### src/design/nre_pkg.sv
// Shared types and codes for the node recovery escalation controller.
package nre_pkg;

  typedef enum logic [3:0] {
    ST_LVL0      = 4'd0,
    ST_LVL2      = 4'd1,
    ST_LVL3      = 4'd2,
    ST_REPAIR    = 4'd3,
    ST_STARTING  = 4'd4,
    ST_ASSIGNING = 4'd5,
    ST_LEAVE_FO  = 4'd6,
    ST_WAIT_JOIN = 4'd7,
    ST_GRACE_FO  = 4'd8,
    ST_REBOOTING = 4'd9
  } node_st_t;

  typedef enum logic [2:0] {
    ACT_NONE        = 3'd0,
    ACT_START       = 3'd1,
    ACT_ASSIGN      = 3'd2,
    ACT_LEFT_FO     = 3'd3,
    ACT_GRACE_FO    = 3'd4,
    ACT_REBOOT      = 3'd5,
    ACT_RESTART_SU  = 3'd6,
    ACT_FAILOVER_SU = 3'd7
  } action_t;

  typedef enum logic [2:0] {
    CMD_LEAVE        = 3'd0,
    CMD_FAILOVER     = 3'd1,
    CMD_COMP_RESTART = 3'd2,
    CMD_COMP_FO      = 3'd3,
    CMD_SYNC_READY   = 3'd4,
    CMD_APPS_STARTED = 3'd5,
    CMD_ASSIGNED     = 3'd6,
    CMD_SG_FO        = 3'd7
  } cmd_t;

  localparam int CNT_W = 16;
  localparam logic [0:0] REG_UNIT_FO_LIMIT = 1'b0;
  localparam logic [CNT_W-1:0] UNIT_FO_LIMIT_RST = 16'hFFFF;

  // One event's operand fields.
  typedef struct packed {
    logic [CNT_W-1:0] restart_count;
    logic [CNT_W-1:0] restart_limit;
    logic [CNT_W-1:0] failover_count;
    logic             unit_failover_allowed;
    logic             apps_started;
    logic             apps_assigned;
    logic             groups_idle;
  } evt_t;

  // Current node state handed to the step logic.
  typedef struct packed {
    node_st_t node_state;
    node_st_t return_state;
    logic     enabled;
  } node_ctx_t;

  // Step outcome: result fields plus next state.
  typedef struct packed {
    action_t  action;
    node_st_t node_state;
    node_st_t return_state;
    logic     enabled;
    logic     disable_unit;
    logic     fault;
  } step_res_t;

endpackage

### src/design/nre_step.sv
// Next-state and action logic for one event.
module nre_step (
  input  nre_pkg::cmd_t            cmd,
  input  nre_pkg::evt_t            evt,
  input  nre_pkg::node_ctx_t       ctx,
  input  logic [nre_pkg::CNT_W-1:0] unit_failover_limit,
  output nre_pkg::step_res_t       res
);
  import nre_pkg::*;

  logic idle_st;
  logic restart_hit;
  logic unit_fo_left;

  assign idle_st      = ctx.node_state inside {ST_LVL0, ST_LVL2, ST_LVL3};
  assign restart_hit  = evt.restart_count >= evt.restart_limit;
  assign unit_fo_left = evt.failover_count < unit_failover_limit;

  always_comb begin
    res.action       = ACT_NONE;
    res.node_state   = ctx.node_state;
    res.return_state = ctx.return_state;
    res.enabled      = ctx.enabled;
    res.disable_unit = 1'b0;
    res.fault        = 1'b0;
    case (cmd)
      CMD_LEAVE: begin
        if (idle_st) begin
          res.enabled    = 1'b0;
          res.node_state = ST_LEAVE_FO;
          res.action     = ACT_LEFT_FO;
        end else if (ctx.node_state == ST_REBOOTING) begin
          res.enabled    = 1'b1;
          res.node_state = ctx.return_state;
        end else if (ctx.node_state != ST_REPAIR) begin
          res.fault = 1'b1;
        end
      end
      CMD_FAILOVER: begin
        if (idle_st) begin
          res.node_state = ST_GRACE_FO;
          res.action     = ACT_GRACE_FO;
        end else if (ctx.node_state != ST_REPAIR) begin
          res.fault = 1'b1;
        end
      end
      CMD_COMP_RESTART, CMD_COMP_FO: begin
        if (ctx.node_state inside {ST_LVL0, ST_LVL2}) begin
          if (cmd == CMD_COMP_FO) begin
            if (evt.unit_failover_allowed) res.action = ACT_FAILOVER_SU;
          end else if (restart_hit) begin
            res.node_state   = ST_LVL3;
            res.disable_unit = 1'b1;
            res.action       = ACT_FAILOVER_SU;
          end else begin
            res.node_state = ST_LVL2;
            res.action     = ACT_RESTART_SU;
          end
        end else if (ctx.node_state == ST_LVL3) begin
          if (!unit_fo_left) begin
            // Unit failover budget spent: escalate to node failover.
            res.return_state = ST_LVL0;
            res.node_state   = ST_GRACE_FO;
            res.action       = ACT_GRACE_FO;
          end else if (cmd == CMD_COMP_FO) begin
            if (evt.unit_failover_allowed) res.action = ACT_FAILOVER_SU;
          end else begin
            res.disable_unit = 1'b1;
            res.action       = ACT_FAILOVER_SU;
          end
        end else begin
          res.fault = 1'b1;
        end
      end
      CMD_SYNC_READY: begin
        if (idle_st || ctx.node_state == ST_WAIT_JOIN) begin
          res.enabled    = 1'b1;
          res.node_state = ST_STARTING;
          res.action     = ACT_START;
        end else if (ctx.node_state == ST_REPAIR) begin
          res.enabled = 1'b1;
        end else begin
          res.fault = 1'b1;
        end
      end
      CMD_APPS_STARTED: begin
        if (ctx.node_state == ST_STARTING) begin
          if (evt.apps_started) begin
            res.node_state = ST_ASSIGNING;
            res.action     = ACT_ASSIGN;
          end
        end else begin
          res.fault = 1'b1;
        end
      end
      CMD_ASSIGNED: begin
        if (ctx.node_state == ST_ASSIGNING) begin
          if (evt.apps_assigned) res.node_state = ctx.return_state;
        end else begin
          res.fault = 1'b1;
        end
      end
      default: begin
        if (ctx.node_state == ST_LEAVE_FO) begin
          if (evt.groups_idle) res.node_state = ST_WAIT_JOIN;
        end else if (ctx.node_state == ST_GRACE_FO) begin
          if (evt.groups_idle) begin
            res.node_state = ST_REBOOTING;
            res.action     = ACT_REBOOT;
          end
        end else if (ctx.node_state != ST_WAIT_JOIN) begin
          res.fault = 1'b1;
        end
      end
    endcase
  end

endmodule

### src/design/node_recovery_escalation_fsm.sv
// Top level: node recovery escalation controller with stream ports and register port.
// Path: a word accepted at a rising edge is held in the input stage, then loaded into the result
//   register and shown on out_tdata; one word per cycle is sustained when out_tready stays high.
// The combinational path is the event decode in nre_step feeding the state and result registers.
// Reset (rst_n low, synchronous): both pipeline stages empty, node and return state at level
//   zero, node operational, unit failover limit at 65535.
module node_recovery_escalation_fsm (
  input  logic        clk,
  input  logic        rst_n,
  // Event stream
  input  logic        in_tvalid,
  output logic        in_tready,
  // [15:0] restart_count, [31:16] restart_limit, [47:32] failover_count,
  // [48] unit_failover_allowed, [49] apps_started, [50] apps_assigned, [51] groups_idle
  input  logic [55:0] in_tdata,
  // [2:0] command
  input  logic [2:0]  in_tuser,
  // Result stream
  output logic        out_tvalid,
  input  logic        out_tready,
  // [2:0] action, [6:3] new_state, [7] oper_enabled, [8] disable_unit, [9] fault
  output logic [15:0] out_tdata,
  // Register port
  input  logic        cfg_psel,
  input  logic        cfg_penable,
  input  logic        cfg_pwrite,
  input  logic [2:0]  cfg_paddr,
  input  logic [31:0] cfg_pwdata,
  output logic [31:0] cfg_prdata,
  output logic        cfg_pready
);
  import nre_pkg::*;

  // Input stage: holds one captured word until the step stage takes it.
  logic              s1_valid_r;
  cmd_t              s1_cmd_r;
  evt_t              s1_evt_r;

  // Node state, updated once per word as it passes the step stage.
  node_st_t          node_state_r;
  node_st_t          return_state_r;
  logic              enabled_r;

  // Result register.
  logic              out_valid_r;
  action_t           out_action_r;
  node_st_t          out_state_r;
  logic              out_enabled_r;
  logic              out_disable_r;
  logic              out_fault_r;

  logic [CNT_W-1:0]  ufo_limit_r;

  logic              s2_ready;
  logic              step_go;
  logic              cfg_wr;
  evt_t              in_evt;
  node_ctx_t         ctx;
  step_res_t         res;

  // The result register frees up when empty or when its word is taken this cycle.
  assign s2_ready  = !out_valid_r || out_tready;
  assign step_go   = s1_valid_r && s2_ready;
  assign in_tready = !s1_valid_r || s2_ready;

  // Unpack the event fields, lowest bits first.
  assign in_evt.restart_count         = in_tdata[15:0];
  assign in_evt.restart_limit         = in_tdata[31:16];
  assign in_evt.failover_count        = in_tdata[47:32];
  assign in_evt.unit_failover_allowed = in_tdata[48];
  assign in_evt.apps_started          = in_tdata[49];
  assign in_evt.apps_assigned         = in_tdata[50];
  assign in_evt.groups_idle           = in_tdata[51];

  always_ff @(posedge clk) begin
    if (!rst_n) begin
      s1_valid_r <= 1'b0;
    end else if (in_tready) begin
      s1_valid_r <= in_tvalid;
    end
  end

  // Payload needs no reset; capture only on an accepted word.
  always_ff @(posedge clk) begin
    if (in_tvalid && in_tready) begin
      s1_cmd_r <= cmd_t'(in_tuser);
      s1_evt_r <= in_evt;
    end
  end

  assign ctx.node_state   = node_state_r;
  assign ctx.return_state = return_state_r;
  assign ctx.enabled      = enabled_r;

  nre_step u_step (
    .cmd                 (s1_cmd_r),
    .evt                 (s1_evt_r),
    .ctx                 (ctx),
    .unit_failover_limit (ufo_limit_r),
    .res                 (res)
  );

  // Advance node state and load the result register together.
  always_ff @(posedge clk) begin
    if (!rst_n) begin
      node_state_r   <= ST_LVL0;
      return_state_r <= ST_LVL0;
      enabled_r      <= 1'b1;
      out_valid_r    <= 1'b0;
    end else begin
      if (step_go) begin
        node_state_r   <= res.node_state;
        return_state_r <= res.return_state;
        enabled_r      <= res.enabled;
      end
      if (s2_ready) begin
        out_valid_r <= s1_valid_r;
      end
    end
  end

  always_ff @(posedge clk) begin
    if (step_go) begin
      out_action_r  <= res.action;
      out_state_r   <= res.node_state;
      out_enabled_r <= res.enabled;
      out_disable_r <= res.disable_unit;
      out_fault_r   <= res.fault;
    end
  end

  assign out_tvalid = out_valid_r;
  assign out_tdata  = {6'd0, out_fault_r, out_disable_r, out_enabled_r, out_state_r,
                       out_action_r};

  // Register port: write in the access phase, reads return the limit at its address, else zero.
  assign cfg_pready = 1'b1;
  assign cfg_wr     = cfg_psel && cfg_penable && cfg_pwrite && cfg_pready;

  always_ff @(posedge clk) begin
    if (!rst_n) begin
      ufo_limit_r <= UNIT_FO_LIMIT_RST;
    end else if (cfg_wr && cfg_paddr[2:2] == REG_UNIT_FO_LIMIT) begin
      ufo_limit_r <= cfg_pwdata[CNT_W-1:0];
    end
  end

  always_comb begin
    cfg_prdata = 32'd0;
    if (cfg_paddr[2:2] == REG_UNIT_FO_LIMIT) begin
      cfg_prdata = {{(32-CNT_W){1'b0}}, ufo_limit_r};
    end
  end

  // A rejected event carries no action and marks nothing disabled.
  a_fault_quiet: assert property (@(posedge clk) disable iff (!rst_n)
    step_go && res.fault |=> out_action_r == ACT_NONE && !out_disable_r)
    else $error("fault result carries an action");

  // A disable mark only comes with a unit failover.
  a_disable_fo: assert property (@(posedge clk) disable iff (!rst_n)
    out_valid_r && out_disable_r |-> out_action_r == ACT_FAILOVER_SU)
    else $error("disable mark without unit failover");

  // A fault leaves all node state untouched.
  a_fault_hold: assert property (@(posedge clk) disable iff (!rst_n)
    step_go && res.fault |=> $stable(node_state_r) && $stable(return_state_r)
      && $stable(enabled_r))
    else $error("fault changed node state");

  // The result shown matches the registered node state right after it is made.
  a_state_echo: assert property (@(posedge clk) disable iff (!rst_n)
    step_go |=> out_state_r == node_state_r && out_enabled_r == enabled_r)
    else $error("result state differs from node state");

  // Input stage only stalls behind a stalled result.
  a_stall_cause: assert property (@(posedge clk) disable iff (!rst_n)
    !in_tready |-> out_valid_r && !out_tready && s1_valid_r)
    else $error("input stalled without back pressure");

endmodule

### config.mk
export PLATFORM = sky130hd
export DESIGN_NAME = node_recovery_escalation_fsm
export DESIGN_NICKNAME = d
export VERILOG_FILES = /design/src/design/nre_pkg.sv /design/src/design/nre_step.sv /design/src/design/node_recovery_escalation_fsm.sv
export SDC_FILE = /design/constraint.sdc
export NUM_CORES = 1
export LEC_CHECK = 0
export BUFFER_PORTS_ARGS = -buffer_cell sky130_fd_sc_hd__buf_2
export CAP_MARGIN = 20
export CORE_MARGIN = 3
export CORE_UTILIZATION = 51
export DETAILED_ROUTE_END_ITERATION = 8
export PLACE_DENSITY = 0.81
export SLEW_MARGIN = 40
export SYNTH_ARGS = -nofsm -noshare
export SYNTH_HDL_FRONTEND = slang
export SYNTH_SLANG_ARGS = --single-unit
### constraint.sdc
create_clock -name clk -period 2.72 [get_ports clk]
set_clock_uncertainty 0.2 [all_clocks]
set_input_delay 0.272 -clock clk [delete_from_list [all_inputs] [get_ports clk]]
set_output_delay 0.272 -clock clk [all_outputs]
set_load 0.05 [all_outputs]
==> results of run 1 <==
power by group:
part,total (mW),switching [mW],internal [mW]
Clock,0.863,0.511,0.352
Sequential,1.57,0.0439,1.52
Combinational,0.622,0.389,0.233
path summary, 6_finish.rpt:
kind	startpoint	endpoint	slack [ps]	depth (start not counted)
max	s1_evt_r[14]	out_state_r[1]	180	7
min	out_tready	out_tvalid	70	3
max reg2reg	s1_evt_r[14]	out_state_r[1]	180	7
min reg2reg	ufo_limit_r[0]	ufo_limit_r[0]	330	2
critical path: stages, from the launching register on:
cell and delay, ps:
edfxtp_1 410, ha_1 320, and4_1 230, a21oi_1 160, o21ai_0 120, a211o_1 400
a21o_1 210, a221oi_2 290
cell type report:
class / instances / area (um2) / area share
Clock buffer: 9 / 124 / 0.0211
Clock inverter: 7 / 60.1 / 0.0102
Inverter: 40 / 150 / 0.0255
Multi-Input combinational cell: 258 / 1700 / 0.289
Sequential cell: 88 / 2410 / 0.410
Tap cell: 105 / 131 / 0.0223
Timing Repair Buffer: 185 / 1300 / 0.222
synthesized netlist by cell type (all sizes together), types with 2 or more instances:
cell type / number
o21ba: 2
o22ai: 2
nor3: 7
dfxtp: 23
o21ai: 14
a31oi: 2
edfxtp: 65
o311ai: 2
o41ai: 2
o2111a: 2
conb: 2
a211o: 3
a21oi: 18
a41oi: 3
a211oi: 4
nor4: 4
buf: 30
ha: 31
nor2b: 5
nand3: 7
nand2b: 2
a21o: 4
a221oi: 3
and4b: 2
a41o: 3
o211ai: 18
nand2: 36
or3: 2
and4: 2
nor2: 33
o21a: 3
and3: 2
nand4: 4
clkbuf: 14
inv: 40
state kept, by name (all words and copies together) (netlist names):
name,flops
s1_evt_r,52
ufo_limit_r,16
node_state_r,4
out_state_r,4
out_action_r,3
s1_cmd_r,3
enabled_r,1
out_disable_r,1
out_enabled_r,1
out_fault_r,1
out_tvalid,1
s1_valid_r,1
metrics by stage:
| step | hold WS (ps) | total power, mW | setup WS [ps] | std cells |
|---|---|---|---|---|
| after floorplan | 171 | 2.00 | 225 | 430 |
| after detailed placement | 250 | 2.12 | 278 | 604 |
| after global placement | 249 | 2.10 | 334 | 604 |
| after global routing | 81.2 | 3.18 | 58.5 | 692 |
| after CTS | 48.4 | 3.04 | 255 | 692 |
| final | 65.3 | 3.05 | 184 | 692 |
layer usage:
layer / wire length [um] / vias to the layer above
li1: - / 1787
met1: 4480 / 1729
met2: 5740 / 167
met3: 715 / 32
met4: 286 / 0
met5: 0 / -
cell families after synthesis:
logic type,after synthesis,share of synthesized area
AO/OA/AOI/OAI,94,0.158
adder cells (fa/ha/maj),31,0.0871
buffers and inverters,84,0.0949
flip-flops,88,0.541
other,2,0.00169
AND/OR/NAND/NOR,110,0.117
==> reports/results.ini, run 1 <==
[yosys]
synth-edff-count=65
yosys_warnings=0
syn-cell-area_um2=4460
synthArstFlopShare=0
synthCells=409
ys_ff_latch=88
ys_types=57
ys_seq_area_frac=0.541
synth_area_leaders=edfxtp_1 (44%), dfxtp_1 (10%), ha_1 (8.7%)
synth_area_per_cell_um2=10.9
synth.largest_area_cell=edfxtp_1
synthFlopType=edfxtp_1
yosysTopAreaCellShare=0.438

[floorplan]
start_util=0.534
core_area_um2=8340
fp.dieW_um=99.5
ios=152
die-area_um2=9890
core.rowCount=33
die_h_um=99.5

[final_layout]
syn2layout_area_growth_pct=32.0
fill_cells=579
layout.nets=714
diodes=0
final_cell_area_um2=5880
drive_gt1_frac=0.235
final_cell_mix=buf_2 (106), dlygate4sd3_1 (72), edfxtp_1 (65)
layout_commonest_cell=buf_2
fin_util=0.705

[timing]
final-setup-viol-count=0
hold_viol=0
rsz0062_at_grt=false
worst_pin_slew_ps=719
slew_headroom=0.521
slew_violations=0
final.setup.tns_ps=0
fin_crit_sh=0.932
min_period_ps=2540
fmax_ghz=0.394

[clock_tree]
ctsHtreeMaxLevel=3
clock_path_buffers=2
clk_latency_ps=360
clkSinkCount=88
cts_hold_repair.buffers=72
cts_resized=0
cts_tree=done
root_buffer=clkbuf_8
cts_setup_buffers=0
cts.clk_slew.worst_paths_ps=90
cts_made_buffers=9

[power]
power_leakage_nw=2.72
power_density_nw_per_um2=519
ir_drop_mv=0.288

[grt]
track_usage=0.237
grt.busiest_layer=met2
grt_overflow=0
use_met2=0.415
antenna_found_initial=0
met3_usage=0.0484
gr-usage-met1=0.290
grt_max_degree=56
grt_pass1_vias=3844
grt_first_pass_wirelength_um=18500

[routing]
dr.pass1.iters=5
drc=0
routed_wirelength_um=11200
drt_first_iter_violations=196
vias=3715
via_per_inst=5.37
wl_per_cell_um=16.2
ant_nets=0

[worst_setup_path]
arrival_ps=2490
worstSetupPathType=flip-flop to flip-flop
critPathMaxFanout=5
crit_path_start_kind=flip-flop
endpoint_kind=flip-flop
worstPathRequired_ps=2670

[worst_hold_path]
min-delay-path-class=primary input to flip-flop

[flow_run]
max_cap_violations=0

[placed_design]
gp_congestion=0.907
post-dp-hpwl_um=6730
io_buffers=106
placedInstanceArea_um2=4980

[run_status]
status=completed

No activity file was read; power rests on OpenSTA's default activity.
==> run 2, diff against run 1 <==
Settings changed: CORE_UTILIZATION 51 to 40, PLACE_DENSITY 0.81 to 0.66.
==> reports/results.ini, run 2 (synthesis gave the netlist of run 1 again) <==
[clock_tree]
clock_path_buffers=2
clk_latency_ps=350
cts_tree=done
cts_made_buffers=9
root_buffer=clkbuf_8
cts_setup_buffers=0
ctsHtreeMaxLevel=3
clkSinkCount=88
cts.clk_slew.worst_paths_ps=90

[placed_design]
gp_congestion=0.933
io_buffers=106
post-dp-hpwl_um=6880

[timing]
min_period_ps=2480
slew_headroom=0.524
hold_viol=0
rsz0062_at_grt=false
final.setup.tns_ps=0
worst_pin_slew_ps=714
fin_crit_sh=0.911
fmax_ghz=0.403
hold-worst-slack_ps=58.3
slew_violations=0
final-setup-viol-count=0

[worst_hold_path]
min-delay-path-class=primary input to flip-flop

[grt]
grt_overflow=0
antenna_found_initial=0
track_usage=0.165
grt_first_pass_wirelength_um=16900
grt_max_degree=56
grt_pass1_vias=3637

[worst_setup_path]
critPathMaxFanout=5
arrival_ps=2360
worstSetupPathType=flip-flop to flip-flop
endpoint_kind=flip-flop
worstPathRequired_ps=2600
crit_path_start_kind=flip-flop
rrSetupSlack_ps=240

[run_status]
status=completed

[final_layout]
final_cell_mix=buf_2 (106), dlygate4sd3_1 (72), edfxtp_1 (65)
drive_gt1_frac=0.238
top_regs=s1_evt_r (52), ufo_limit_r (16)
syn2layout_area_growth_pct=33.5
layout.nets=716
diodes=0
largest_register_ff_count=52
layout_commonest_cell=buf_2
largest-register=s1_evt_r

[floorplan]
core.rowCount=37
die_h_um=112
core_area_um2=10600
start_util=0.422
ios=152
fp.dieW_um=112
die-area_um2=12400

[routing]
dr.pass1.iters=4
via_per_inst=4.94
wl_per_cell_um=13.9
vias=3578
drt_first_iter_violations=86
drc=0
routed_wirelength_um=10100
ant_nets=0

[power]
power_leakage_nw=2.74
power_density_nw_per_um2=514
ir_drop_mv=0.308

[flow_run]
max_cap_violations=0

-- run 2: cell count changes in the layout (fill, tap and decap cells not counted) --
cell,change
clkinv_4,-1
buf_4,+2
clkinv_2,+1
clkbuf_8,+1
inv_6,-2
inv_8,-1
clkinvlp_4,+1
clkbuf_16,+1
-- run 2: critical path, cell delays in order (launching register included) --
cell	delay [ps]
edfxtp_1	380
ha_1	320
and4_1	240
a21oi_1	140
o21ai_0	100
a211o_1	380
a211oi_1	340
o41ai_1	110
-- run 2: worst paths after layout --
check                    end      startpoint  depth (start not counted)
max reg2reg  out_action_r[2]    s1_evt_r[15]                          7
min reg2reg   ufo_limit_r[0]  ufo_limit_r[0]                          2
max          out_action_r[2]    s1_evt_r[15]                          7
min               out_tvalid      out_tready                          3
-- run 2: stage by stage --
stage                     instance area [um2]  setup slack [ps]  power, mW   util  cells
final                                    5950               242       3.06  0.564    725
after floorplan                          4540               225       2.00      -    430
after global routing                     5950               114       3.21  0.564    725
after global placement                   5030               268       2.11  0.477    637
after CTS                                5950               247       3.09  0.564    725
after detailed placement                 5030               279       2.12  0.477    637
-- run 2: what timing repair did --
item,CTS,global route
hold buffers,72,0
endpoints found under the hold margin,72,0
resized for setup,0,0
-- run 2: report_power, final --
part           internal, mW  switching [mW]
Combinational         0.234           0.384
Sequential             1.52          0.0342
Clock                 0.416           0.468
-- run 2: final cells by class --
class	instances	area, um2
well taps	136	170
clock buffers	11	163
repair buffers	187	1320
multi-input cells	258	1700
fillers	884	4610
clock inverters	5	35.0
inverters	40	150
flip-flops and latches	88	2410
-- run 2: per-layer routing --
metal / part of all wire / GRT usage
met1: 0.41 / 0.192
met2: 0.52 / 0.306
met3: 0.061 / 0.0375
met4: 0.012 / 0.0454
met5: 0 / 0
==> run 3, diff against run 2 <==
Clock period 2.72 ns to 3 ns, I/O delays scaled along.
==> reports/results.ini, run 3 (synthesis gave the netlist of run 1 again) <==
[run_status]
status=completed

[floorplan]
core.rowCount=37
die_h_um=112
fp.dieW_um=112
core_area_um2=10600
start_util=0.422
die-area_um2=12400
ios=152

[final_layout]
layout.nets=709
layout_commonest_cell=buf_2
seqCellArea_um2=2410
diodes=0
top_regs=s1_evt_r (52), ufo_limit_r (16)
drive_gt1_frac=0.227
multi_input_area_um2=1700
final_cell_mix=buf_2 (106), dlygate4sd3_1 (71), edfxtp_1 (65)
syn2layout_area_growth_pct=33.4
fill_cells=889
largest_register_ff_count=52
largest-register=s1_evt_r

[routing]
vias=3602
routed_wirelength_um=10400
drc=0
wl_per_cell_um=14.5
ant_nets=0
via_per_inst=5.02
drt_first_iter_violations=141
dr.pass1.iters=4

[clock_tree]
clock_path_buffers=2
clk_latency_ps=350
clkSinkCount=88
cts.clk_slew.worst_paths_ps=90
cts_made_buffers=9
root_buffer=clkbuf_8
cts_resized=0
ctsHtreeMaxLevel=3
cts_tree=done

[worst_setup_path]
regToRegStartpoint=node_state_r[2]
arrival_ps=2360
crit_start=node_state_r[2]
worstSetupPathType=flip-flop to flip-flop
cp-endpoint=out_state_r[0]
r2r-end=out_state_r[0]
endpoint_kind=flip-flop
crit_path_start_kind=flip-flop
critPathMaxFanout=12
rrSetupSlack_ps=530
worstPathRequired_ps=2890
r2r_cells=6

[placed_design]
post-dp-hpwl_um=7060
gp_congestion=0.878
io_buffers=106

[timing]
hold-worst-slack_ps=28.8
hold_viol=0
slew_violations=0
min_period_ps=2470
final.setup.tns_ps=0
fmax_ghz=0.405
slew_headroom=0.583
worst_pin_slew_ps=626
rsz0062_at_grt=false
final-setup-viol-count=0
fin_crit_sh=0.823

[power]
p_seq_frac=0.486
cellInternalPower_mw=2.14
ir_drop_mv=0.329
power_leakage_nw=2.72
switchingPower_mw=0.780
p_sw_frac=0.267
pwr-share-clk=0.326
power_density_nw_per_um2=492
comb_power_share=0.188

[grt]
grt_max_degree=33
track_usage=0.169
grt_overflow=0
grt_pass1_vias=3616
grt_first_pass_wirelength_um=17000
antenna_found_initial=0

[flow_run]
max_cap_violations=0

[worst_hold_path]
min-delay-path-class=primary input to flip-flop

-- run 3: cell count changes in the layout (fill, tap and decap cells not counted), sizes merged --
cell | previous run | this run
inv | 42 | 41
clkinvlp | 1 | 0
dlygate4sd3 | 72 | 71
clkinv | 2 | 1
buf | 115 | 109
bufinv | 0 | 3
-- run 3: area by class of cell --
class,count,share of cell area
Clock inverter,5,0.0175
Sequential cell,88,0.406
Tap cell,136,0.0286
Timing Repair Buffer,180,0.215
Clock buffer,11,0.0221
Multi-Input combinational cell,258,0.286
Inverter,40,0.0253
-- run 3: through the flow --
stage                     std cells  power, mW  worst slack, ps   util  cell area (um2)
after CTS                       718       2.95              528  0.563             5940
after global routing            718       3.06              368  0.563             5940
after detailed placement        631       1.92              550  0.474             5000
after floorplan                 430       1.81              505      -             4540
final                           718       2.92              530  0.563             5940
after global placement          631       1.91              585  0.474             5000
-- run 3: power groups by stage --
stage	Clock, mW	Sequential [mW]	Combinational [mW]
floorplan	0	1.45	0.363
global placement	0	1.45	0.466
global route	1.03	1.43	0.599
CTS	0.984	1.42	0.546
detailed placement	0	1.45	0.473
finish	0.954	1.42	0.549
-- run 3: layer usage --
| layer | GRT usage | up-vias | part of all wire |
|---|---|---|---|
| met2 | 0.305 | 138 | 0.51 |
| met5 | 0 | - | 0 |
| li1 | - | 1775 | - |
| met4 | 0.0592 | 0 | 0.021 |
| met1 | 0.195 | 1670 | 0.40 |
| met3 | 0.0424 | 19 | 0.065 |
-- run 3: worst max-delay path, stage by stage, from the launching register on --
cell      delay, ps
dfxtp_1         560
nor3b_1         500
nand3_1         160
a221oi_2        360
o21ai_0         130
o21ba_2         260
nor3_1           50
-- run 3: how the worst min path moves through the flow --
| stage | from | endpoint | slack [ps] | cells past startpoint |
|---|---|---|---|---|
| finish | in_tvalid | s1_valid_r | 30 | 3 |
| global route | in_tvalid | s1_valid_r | 40 | 3 |
| CTS | in_tvalid | s1_valid_r | 8 | 3 |
| detailed placement | in_tdata[42] | s1_evt_r[14] | 280 | 1 |
| global placement | in_tdata[21] | s1_evt_r[25] | 280 | 1 |
| floorplan | in_tuser[0] | s1_cmd_r[0] | 200 | 0 |
-- run 3: timing repair --
item                      in CTS  in global routing
hold buffers                  71                  0
setup buffers                  0                  0
hold endpoints to repair      71                  0
